[config.mk]
export PLATFORM = sky130hd
export DESIGN_NAME = multi_channel_soft_timer_bank_core
export DESIGN_NICKNAME = d
export VERILOG_FILES = /design/src/rtl/core/mcst_pkg.sv /design/src/rtl/core/mcst_cell.sv /design/src/rtl/core/multi_channel_soft_timer_bank_core.sv
export SDC_FILE = /design/constraint.sdc
export NUM_CORES = 2
export LEC_CHECK = 0
export ABC_AREA = 1
export CORE_UTILIZATION = 30
export CTS_CLUSTER_DIAMETER = 50
export DETAILED_ROUTE_END_ITERATION = 8
export DONT_BUFFER_PORTS = 1
export PLACE_DENSITY = 0.54
export SYNTH_ARGS = -nofsm -noshare
export SYNTH_HDL_FRONTEND = slang
export SYNTH_HIERARCHICAL = 1
export SYNTH_SLANG_ARGS = --single-unit
[constraint.sdc]
create_clock -name clock -period 22.3 [get_ports clock]
set_input_delay 5.575 -clock clock [delete_from_list [all_inputs] [get_ports clock]]
set_output_delay 5.575 -clock clock [all_outputs]
set_load 0.02 [all_outputs]
[src/rtl/core/mcst_pkg.sv]
`default_nettype none
// ----------------------------------------------------------------------------
// Timer bank package
// Shared types and constants of the timer bank core and its slot cells.
// ----------------------------------------------------------------------------
package mcst_pkg;

   localparam int unsigned NUM_SLOTS_DEFAULT = 16;
   localparam logic [31:0] NO_DEADLINE = 32'hFFFF_FFFF;

   typedef enum logic [2:0] {
      ACT_TICK   = 3'd0,
      ACT_ALLOC  = 3'd1,
      ACT_FREE   = 3'd2,
      ACT_START  = 3'd3,
      ACT_STOP   = 3'd4,
      ACT_QUERY  = 3'd5
   } action_type;

   localparam logic [1:0] ST_FREE    = 2'd0;
   localparam logic [1:0] ST_STOPPED = 2'd1;
   localparam logic [1:0] ST_RUNNING = 2'd2;

   localparam logic [1:0] ERR_OK     = 2'd0;
   localparam logic [1:0] ERR_STATE  = 2'd1;
   localparam logic [1:0] ERR_NOFREE = 2'd2;

   // Slot contents as they move around the ring of cells.
   typedef struct packed {
      logic [1:0]  state;
      logic        periodic;
      logic [31:0] delay;
      logic [31:0] start;
      logic [31:0] alert;
   } slot_type;

endpackage
`default_nettype wire

[src/rtl/core/mcst_cell.sv]
`default_nettype none
// ----------------------------------------------------------------------------
// Timer bank slot cell
// One stage of the slot ring: holds one slot and passes it on when shifting.
// ----------------------------------------------------------------------------
module mcst_cell (
   input  wire logic              clock,
   input  wire logic              reset,
   input  wire logic              shift,
   input  wire mcst_pkg::slot_type slot_in,
   output mcst_pkg::slot_type     slot_out
);

   mcst_pkg::slot_type slot_ff;
   mcst_pkg::slot_type slot_in_w;

   always_comb begin
      slot_in_w = shift ? slot_in : slot_ff;
   end

   always_ff @(posedge clock) begin
      if (reset) begin
         slot_ff.state    <= mcst_pkg::ST_FREE;
         slot_ff.periodic <= 1'b0;
         slot_ff.start    <= '0;
         slot_ff.alert    <= '0;
      end else begin
         slot_ff.state    <= slot_in_w.state;
         slot_ff.periodic <= slot_in_w.periodic;
         slot_ff.start    <= slot_in_w.start;
         slot_ff.alert    <= slot_in_w.alert;
      end
      slot_ff.delay <= slot_in_w.delay;
   end

   assign slot_out = slot_ff;

endmodule
`default_nettype wire

[src/rtl/core/multi_channel_soft_timer_bank_core.sv]
`default_nettype none
// ----------------------------------------------------------------------------
// Timer bank core
// Bank of one-shot and periodic timer slots driven by tick and slot commands.
// ----------------------------------------------------------------------------
// Words enter on the req_ channel: tick, allocate, free, start, stop, query.
// Results leave on the rsp_ channel; the last word of one request carries
// rsp_last_of_run. Slots sit in a ring of cells. Every command or tick
// rotates the ring once, one slot reaching the head cell per cycle while the
// output register is free, where the control logic reads and rewrites it. A
// command's reply is loaded into the output register once the pass is over
// and the register is free; a new request is taken only after that. A tick
// marks its expiring slots during the pass and then sends one expiry word
// per cycle while the receiver takes them, lowest slot first, so that every
// word carries the final nearest deadline, and no word at all when nothing
// expires. An unused action gives no word; the block is ready again the next
// cycle. When the receiver stalls, the output register holds its word and no
// new request is taken until it leaves. Reset frees all slots, zeros the time
// and sets the nearest deadline to all ones; the block is then ready.
// ----------------------------------------------------------------------------
module multi_channel_soft_timer_bank_core #(
   parameter int unsigned NUM_SLOTS = mcst_pkg::NUM_SLOTS_DEFAULT
) (
   input  wire logic        clock,
   input  wire logic        reset,
   input  wire logic        req_valid,
   output logic             req_ready,
   input  wire logic [2:0]  req_action,
   input  wire logic [3:0]  req_timer_id,
   input  wire logic [31:0] req_delay_ticks,
   input  wire logic        req_periodic,
   output logic             rsp_valid,
   input  wire logic        rsp_ready,
   output logic             rsp_reply_kind,
   output logic [3:0]       rsp_slot_id,
   output logic [1:0]       rsp_error_code,
   output logic [1:0]       rsp_slot_status,
   output logic [31:0]      rsp_time_left,
   output logic [31:0]      rsp_nearest_deadline,
   output logic             rsp_last_of_run
);

   localparam int unsigned IW = (NUM_SLOTS > 1) ? $clog2(NUM_SLOTS) : 1;
   localparam int unsigned USED = (NUM_SLOTS < 16) ? NUM_SLOTS : 16;

   mcst_pkg::slot_type ring [NUM_SLOTS];
   mcst_pkg::slot_type head_new;
   logic               shift;

   // Cell k feeds cell k-1; cell 0 is the head, rewritten and fed to the tail.
   for (genvar k = 0; k < NUM_SLOTS; k++) begin : g_cell
      mcst_cell u_cell (
         .clock    (clock),
         .reset    (reset),
         .shift    (shift),
         .slot_in  ((k == NUM_SLOTS - 1) ? head_new : ring[(k + 1) % NUM_SLOTS]),
         .slot_out (ring[k])
      );
   end

   logic           busy_ff, busy_in;
   logic [IW-1:0]  idx_ff, idx_in;
   logic [2:0]     act_ff, act_in;
   logic [3:0]     id_ff, id_in;
   logic [31:0]    dly_ff, dly_in;
   logic           per_ff, per_in;
   logic [31:0]    now_ff, now_in;
   logic [31:0]    ear_ff, ear_in;
   logic           earv_ff, earv_in;
   logic           found_ff, found_in;
   logic [3:0]     fslot_ff, fslot_in;
   logic [1:0]     err_ff, err_in;
   logic [1:0]     st_ff, st_in;
   logic [31:0]    left_ff, left_in;
   logic           pend_ff, pend_in;
   logic [3:0]     pid_ff, pid_in;
   logic [1:0]     pst_ff, pst_in;
   logic [15:0]    xmask_ff, xmask_in;
   logic [15:0]    xstop_ff, xstop_in;
   logic           ov_ff, ov_in;
   logic           okind_ff, okind_in;
   logic [3:0]     oid_ff, oid_in;
   logic [1:0]     oerr_ff, oerr_in, ost_ff, ost_in;
   logic [31:0]    oleft_ff, oleft_in, oear_ff, oear_in;
   logic           olast_ff, olast_in;

   mcst_pkg::slot_type h;
   logic [3:0]  hid;
   logic        in_use, last_idx, out_free, hit, expire, newear;
   logic [31:0] el, span, ear_cur;
   logic        earv_cur;
   logic [3:0]  xsel;
   logic [15:0] xrest;

   assign h   = ring[0];
   assign hid = 4'(idx_ff);
   assign last_idx = (idx_ff == IW'(NUM_SLOTS - 1));
   assign in_use   = (32'(idx_ff) < USED);
   assign out_free = !ov_ff || rsp_ready;
   assign hit      = (hid == id_ff) && in_use;
   assign el       = now_ff - h.start;
   assign span     = h.alert - h.start;
   assign req_ready = !busy_ff && !pend_ff && out_free;

   // Lowest slot still waiting for its expiry word.
   always_comb begin
      xsel = '0;
      for (int j = 15; j >= 0; j--) begin
         if (xmask_ff[j]) xsel = 4'(j);
      end
      xrest = xmask_ff & ~(16'd1 << xsel);
   end

   always_comb begin
      busy_in = busy_ff; idx_in = idx_ff; act_in = act_ff; id_in = id_ff;
      dly_in = dly_ff; per_in = per_ff; now_in = now_ff; ear_in = ear_ff;
      earv_in = earv_ff; found_in = found_ff; fslot_in = fslot_ff;
      err_in = err_ff; st_in = st_ff; left_in = left_ff;
      pend_in = pend_ff; pid_in = pid_ff; pst_in = pst_ff;
      xmask_in = xmask_ff; xstop_in = xstop_ff;
      ov_in = ov_ff && !rsp_ready; okind_in = okind_ff; oid_in = oid_ff;
      oerr_in = oerr_ff; ost_in = ost_ff; oleft_in = oleft_ff;
      oear_in = oear_ff; olast_in = olast_ff;
      head_new = h; shift = 1'b0; expire = 1'b0; newear = 1'b0;
      ear_cur = ear_ff; earv_cur = earv_ff;

      if (req_valid && req_ready) begin
         act_in = req_action; id_in = req_timer_id; dly_in = req_delay_ticks;
         per_in = req_periodic; idx_in = '0; found_in = 1'b0; fslot_in = '0;
         err_in = mcst_pkg::ERR_STATE; st_in = mcst_pkg::ST_FREE; left_in = '0;
         xmask_in = '0;
         busy_in = (req_action <= 3'(mcst_pkg::ACT_QUERY));
         if (req_action == 3'(mcst_pkg::ACT_TICK)) begin
            now_in = now_ff + 32'd1; earv_in = 1'b0;
            ear_in = mcst_pkg::NO_DEADLINE;
         end
         if (req_action == 3'(mcst_pkg::ACT_ALLOC)) err_in = mcst_pkg::ERR_NOFREE;
      end else if (pend_ff && out_free) begin
         // Reply words once the whole ring has been visited.
         pend_in = 1'b0; ov_in = 1'b1; okind_in = 1'b0; olast_in = 1'b1;
         oid_in = pid_ff; oerr_in = err_ff; ost_in = pst_ff; oleft_in = left_ff;
         oear_in = earv_ff ? ear_ff : mcst_pkg::NO_DEADLINE;
         if (act_ff == 3'(mcst_pkg::ACT_TICK)) begin
            okind_in = 1'b1;
            oid_in = xsel;
            oerr_in = mcst_pkg::ERR_OK;
            ost_in = xstop_ff[xsel] ? mcst_pkg::ST_STOPPED : mcst_pkg::ST_RUNNING;
            oleft_in = '0;
            xmask_in = xrest;
            olast_in = (xrest == '0);
            pend_in = (xrest != '0);
         end
      end else if (busy_ff && out_free && !pend_ff) begin
         shift = 1'b1;
         case (act_ff)
            3'(mcst_pkg::ACT_TICK): begin
               if (in_use && h.state == mcst_pkg::ST_RUNNING && el >= span) begin
                  expire = 1'b1;
                  if (h.periodic) begin
                     head_new.start = now_ff;
                     head_new.alert = now_ff + h.delay;
                  end else begin
                     head_new.state = mcst_pkg::ST_STOPPED;
                  end
               end
               if (in_use && head_new.state == mcst_pkg::ST_RUNNING) begin
                  newear = !earv_ff ||
                     ((ear_ff - head_new.start) > (head_new.alert - head_new.start));
                  if (newear) begin
                     ear_cur = head_new.alert; earv_cur = 1'b1;
                  end
               end
               ear_in = ear_cur; earv_in = earv_cur;
               if (expire) begin
                  xmask_in[hid] = 1'b1;
                  xstop_in[hid] = !h.periodic;
               end
            end
            3'(mcst_pkg::ACT_ALLOC): begin
               if (in_use && !found_ff && h.state == mcst_pkg::ST_FREE) begin
                  found_in = 1'b1; fslot_in = hid;
                  head_new.state = mcst_pkg::ST_STOPPED;
                  head_new.periodic = per_ff; head_new.delay = dly_ff;
               end
            end
            3'(mcst_pkg::ACT_FREE): begin
               if (hit) begin
                  if (h.state == mcst_pkg::ST_FREE) err_in = mcst_pkg::ERR_STATE;
                  else begin
                     err_in = mcst_pkg::ERR_OK; head_new.state = mcst_pkg::ST_FREE;
                  end
                  st_in = head_new.state;
               end
            end
            3'(mcst_pkg::ACT_START): begin
               if (hit) begin
                  if (h.state != mcst_pkg::ST_STOPPED) err_in = mcst_pkg::ERR_STATE;
                  else begin
                     err_in = mcst_pkg::ERR_OK;
                     head_new.state = mcst_pkg::ST_RUNNING;
                     head_new.start = now_ff;
                     head_new.alert = now_ff + h.delay;
                     if (!earv_ff || ((ear_ff - now_ff) > h.delay)) begin
                        ear_in = now_ff + h.delay; earv_in = 1'b1;
                     end
                  end
                  st_in = head_new.state;
               end
            end
            3'(mcst_pkg::ACT_STOP): begin
               if (hit) begin
                  if (h.state != mcst_pkg::ST_RUNNING) err_in = mcst_pkg::ERR_STATE;
                  else begin
                     err_in = mcst_pkg::ERR_OK; head_new.state = mcst_pkg::ST_STOPPED;
                  end
                  st_in = head_new.state;
               end
            end
            3'(mcst_pkg::ACT_QUERY): begin
               if (hit) begin
                  err_in = mcst_pkg::ERR_OK; st_in = h.state;
                  left_in = (el < span) ? (h.alert - now_ff) : 32'd0;
               end
            end
            default: ;
         endcase
         idx_in = idx_ff + IW'(1);
         if (last_idx) begin
            idx_in = '0;
            busy_in = 1'b0;
            pid_in = id_ff; pst_in = st_in; pend_in = 1'b1;
            case (act_ff)
               3'(mcst_pkg::ACT_TICK): begin
                  pend_in = (xmask_in != '0);
               end
               3'(mcst_pkg::ACT_ALLOC): begin
                  pid_in = found_in ? fslot_in : 4'd0;
                  err_in = found_in ? mcst_pkg::ERR_OK : mcst_pkg::ERR_NOFREE;
                  pst_in = found_in ? mcst_pkg::ST_STOPPED : mcst_pkg::ST_FREE;
               end
               default: ;
            endcase
         end
      end
   end

   always_ff @(posedge clock) begin
      if (reset) begin
         busy_ff <= 1'b0; idx_ff <= '0; now_ff <= '0; pend_ff <= 1'b0;
         ear_ff <= mcst_pkg::NO_DEADLINE; earv_ff <= 1'b0; ov_ff <= 1'b0;
         found_ff <= 1'b0;
      end else begin
         busy_ff <= busy_in; idx_ff <= idx_in; now_ff <= now_in; pend_ff <= pend_in;
         ear_ff <= ear_in; earv_ff <= earv_in; ov_ff <= ov_in; found_ff <= found_in;
      end
      act_ff <= act_in; id_ff <= id_in; dly_ff <= dly_in; per_ff <= per_in;
      fslot_ff <= fslot_in; err_ff <= err_in; st_ff <= st_in; left_ff <= left_in;
      pid_ff <= pid_in; pst_ff <= pst_in; okind_ff <= okind_in; oid_ff <= oid_in;
      xmask_ff <= xmask_in; xstop_ff <= xstop_in;
      oerr_ff <= oerr_in; ost_ff <= ost_in; oleft_ff <= oleft_in;
      oear_ff <= oear_in; olast_ff <= olast_in;
   end

   assign rsp_valid            = ov_ff;
   assign rsp_reply_kind       = okind_ff;
   assign rsp_slot_id          = oid_ff;
   assign rsp_error_code       = oerr_ff;
   assign rsp_slot_status      = ost_ff;
   assign rsp_time_left        = oleft_ff;
   assign rsp_nearest_deadline = oear_ff;
   assign rsp_last_of_run      = olast_ff;

`ifndef NO_ASSERTIONS
   a_no_accept_busy: assert property (@(posedge clock) disable iff (reset)
      busy_ff |-> !req_ready) else $error("request taken during a pass");
   a_idx_idle: assert property (@(posedge clock) disable iff (reset)
      !busy_ff |-> idx_ff == '0) else $error("ring index off while idle");
   a_hold: assert property (@(posedge clock) disable iff (reset)
      rsp_valid && !rsp_ready |=> rsp_valid) else $error("result word dropped");
   a_payload_hold: assert property (@(posedge clock) disable iff (reset)
      rsp_valid && !rsp_ready |=> $stable(rsp_nearest_deadline) &&
      $stable(rsp_slot_id) && $stable(rsp_last_of_run))
      else $error("result word changed while waiting");
`endif

endmodule
`default_nettype wire

==> summary.md <==
| Metric | Value |
|---|---|
| Max_cap viols | `0` |
| Top Ports | `120` |
| Synth cell types | `68` |
| ANT nets after route | `0` |
| Crit Path Class | `reg2reg` |
| Hpwl dp | `213 mm` |
| Relative slew slack | `16.2%` |
| Via count | `70800` |
| Grt total ovfl | `0` |
| CTS tree | `built` |
| Area of the multi-input gates | `35600 um2` |
| Asr flop ratio synth | `0%` |
| Mapped cell area | `88100 um2` |
| Initial antenna violation count | `14` |
| Total area of sequential cells | `43500 um2` |
| # resized after CTS | `0` |
| Synth Instances | `11600` |
| Slew @ Worst Pin | `1.24 ns` |
| Most crowded layer after global routing | `met2` |
| Seq cells post-synth | `1849` |
| Gp weighted congestion | `0.957` |
| Hold crit path type | `reg2reg` |
| Worst-path clk slew | `0.06 ns` |
| Met3 usage | `2.99%` |
| Clk_skew | `0.0867 ns` |
| Clk Latency, worst-skew pair | `0.90 ns` |
| Sequential area share after synthesis | `49.4%` |
| Peak Freq | `77.6 MHz` |
| Share of layout cells above drive strength 1 | `5.22%` |
| # nets final | `11900` |
| Commonest non-fill, non-tap cell in the layout | `nand2_1` |
| Vias in the first global route | `65600` |
| Setup Viol. Count Final | `0` |
| M1 GR Usage | `26.5%` |
| Setup TNS | `0 ns` |
| Row cnt | `198` |
| Clock sinks | `1849` |
| Most used cell, CP | `nand2_1` |
| Die Area | `296000 um2` |
| RSZ-0062 raised after global routing | `false` |
| WP data arrival | `13.54 ns` |
| DR WL/cell | `18.6 um` |
| Leak | `41.1 nW` |
| CTS Buf Count | `220` |
| Global-route wire length before repair | `426 mm` |
| Hold Buf Count CTS | `0` |
| Overall Power | `9.47 mW` |
| Syn avg cell area | `7.56 um2` |
| Max rail drop VDD | `77.9 uV` |
| DRC Markers | `0` |
| Post-CTS Setup Bufs | `0` |
| Clock buffer depth | `4` |
| Core area | `292000 um2` |
| Post-synth EDFFs | `650` |
| Critical Path RT | `22.96 ns` |
| Power Density | `96.6 nW/um2` |
| Vias per inst | `4.54` |
| Met2 usage | `29.7%` |
| Synth warn | `6` |
| Syn nets | `12000` |
| CP delay by family, top | `simple AND/OR/NAND/NOR gates` |
| Drt first-iter violations | `6200` |
| Most frequent cells in the layout | `nand2_1 (3117), nor2_1 (2530), inv_1 (1590)` |
| Critical Path Sink Type | `flop` |
| Largest net degree at the start of global routing | `259` |
| Worst-path maximum fanout | `71` |
| Final min period | `12.88 ns` |
| CP Launch Type | `flop` |
| Initial Utilization | `30.2%` |
| Final hold vios | `0` |
| Buffers on Ports | `0` |
| Gr usage total | `19.2%` |
| Overall die width | `544 um` |
| Outcome | `finished clean` |
| Die H | `544 um` |
| Final worst path period share | `57.8%` |
| Predominant post-synthesis flop cell | `dfxtp_1` |
| CP max stage cell | `nor2_8` |
| Buffers & Inverters on Critical Path | `5` |
| Fin. max-slew vios | `0` |
| Drt first pass iters | `6` |
| Final WL | `291 mm` |
| CP max stage delay | `0.87 ns` |
| Fillers | `31500` |
| Syn-to-layout area delta | `11.3%` |
| # H-tree levels | `4` |
| CTS root buf | `clkbuf_16` |
## report_power, final
group	leakage, nW	total [mW]	switching, mW	internal (mW)
Combinational	21.6	2.00	1.37	0.631
Clock	3.53	3.55	1.49	2.07
Sequential	16.0	3.91	0.157	3.76
## sequential cells by signal, indices dropped and copies added (netlist names), 16 cells and up
register	count
xmask_ff	16
xstop_ff	16
left_ff	32
now_ff	32
ear_ff	32
dly_ff	32
rsp_time_left	32
rsp_nearest_deadline	32
g_cell.u_cell/slot_out	1584
## cell type report
cell class                      count  share of cell area (%)
Timing Repair Buffer               98                   0.801
Multi-Input combinational cell   7710                    36.3
Sequential cell                  1849                    44.4
Clock inverter                    109                    1.13
Clock buffer                      291                    6.21
Tap cell                         3900                    4.98
Antenna cell                        6                  0.0153
Inverter                         1621                    6.23
## kinds of logic (layout without fill, tap and decap cells)
logic type,Yosys count,after routing,share of synthesized area [%]
AOI/OAI and AO/OA,1072,1072,6.64
xor gates and xnor gates,162,162,1.61
adders and majority gates,313,313,4.50
buffers and inverters,2090,2119,10.3
DFF,1849,1849,49.4
other,0,6,0
and+or+nand+nor,6163,6163,27.6
## path summary, 6_finish.rpt
kind                                      start                       endpoint  slack [ns]  cells past startpoint
hold / removal    g_cell[1].u_cell/slot_out[88]  g_cell[0].u_cell/slot_out[88]        0.39                      0
hold reg to reg   g_cell[1].u_cell/slot_out[88]  g_cell[0].u_cell/slot_out[88]        0.39                      0
setup reg to reg  g_cell[0].u_cell/slot_out[34]                     ear_ff[22]        9.42                     55
setup / recovery  g_cell[0].u_cell/slot_out[34]                     ear_ff[22]        9.42                     55
## per-layer routing
layer	share of wire, %	routed length [um]
met3	5.6	16400
met1	47	136000
met4	4.4	12700
met2	43	126000
met5	0.0093	27
## Yosys cell counts, drive strengths merged, types with 19 or more instances
cell type	instances	share of area [%]
a211oi	22	0.19
a21oi	425	2.4
a31oi	19	0.13
buf	335	2.8
clkbuf	134	0.57
dfxtp	1199	27
edfxtp	650	22
ha	307	4.4
inv	1617	6.9
nand2	3174	14
nand3	244	1.4
nand4	54	0.40
nor2	2553	11
nor3	70	0.46
o21ai	450	2.6
o22ai	49	0.35
or2	28	0.20
xnor2	63	0.63
xor2	99	0.98
## metrics by stage
| stage | utilization (%) | instance area, um2 | worst slack (ns) | cells | hold WS [ns] |
|---|---|---|---|---|---|
| floorplan | - | 88100 | 8.13 | 11600 | 0.400 |
| global placement | 31.2 | 90900 | 9.74 | 15200 | 0.400 |
| detailed placement | 31.2 | 90900 | 9.59 | 15200 | 0.405 |
| CTS | 33.6 | 98000 | 9.46 | 15600 | 0.385 |
| global route | 33.6 | 98100 | 8.43 | 15600 | 0.387 |
| finish | 33.6 | 98100 | 9.42 | 15600 | 0.387 |
No activity file was read; power rests on OpenSTA's default activity.
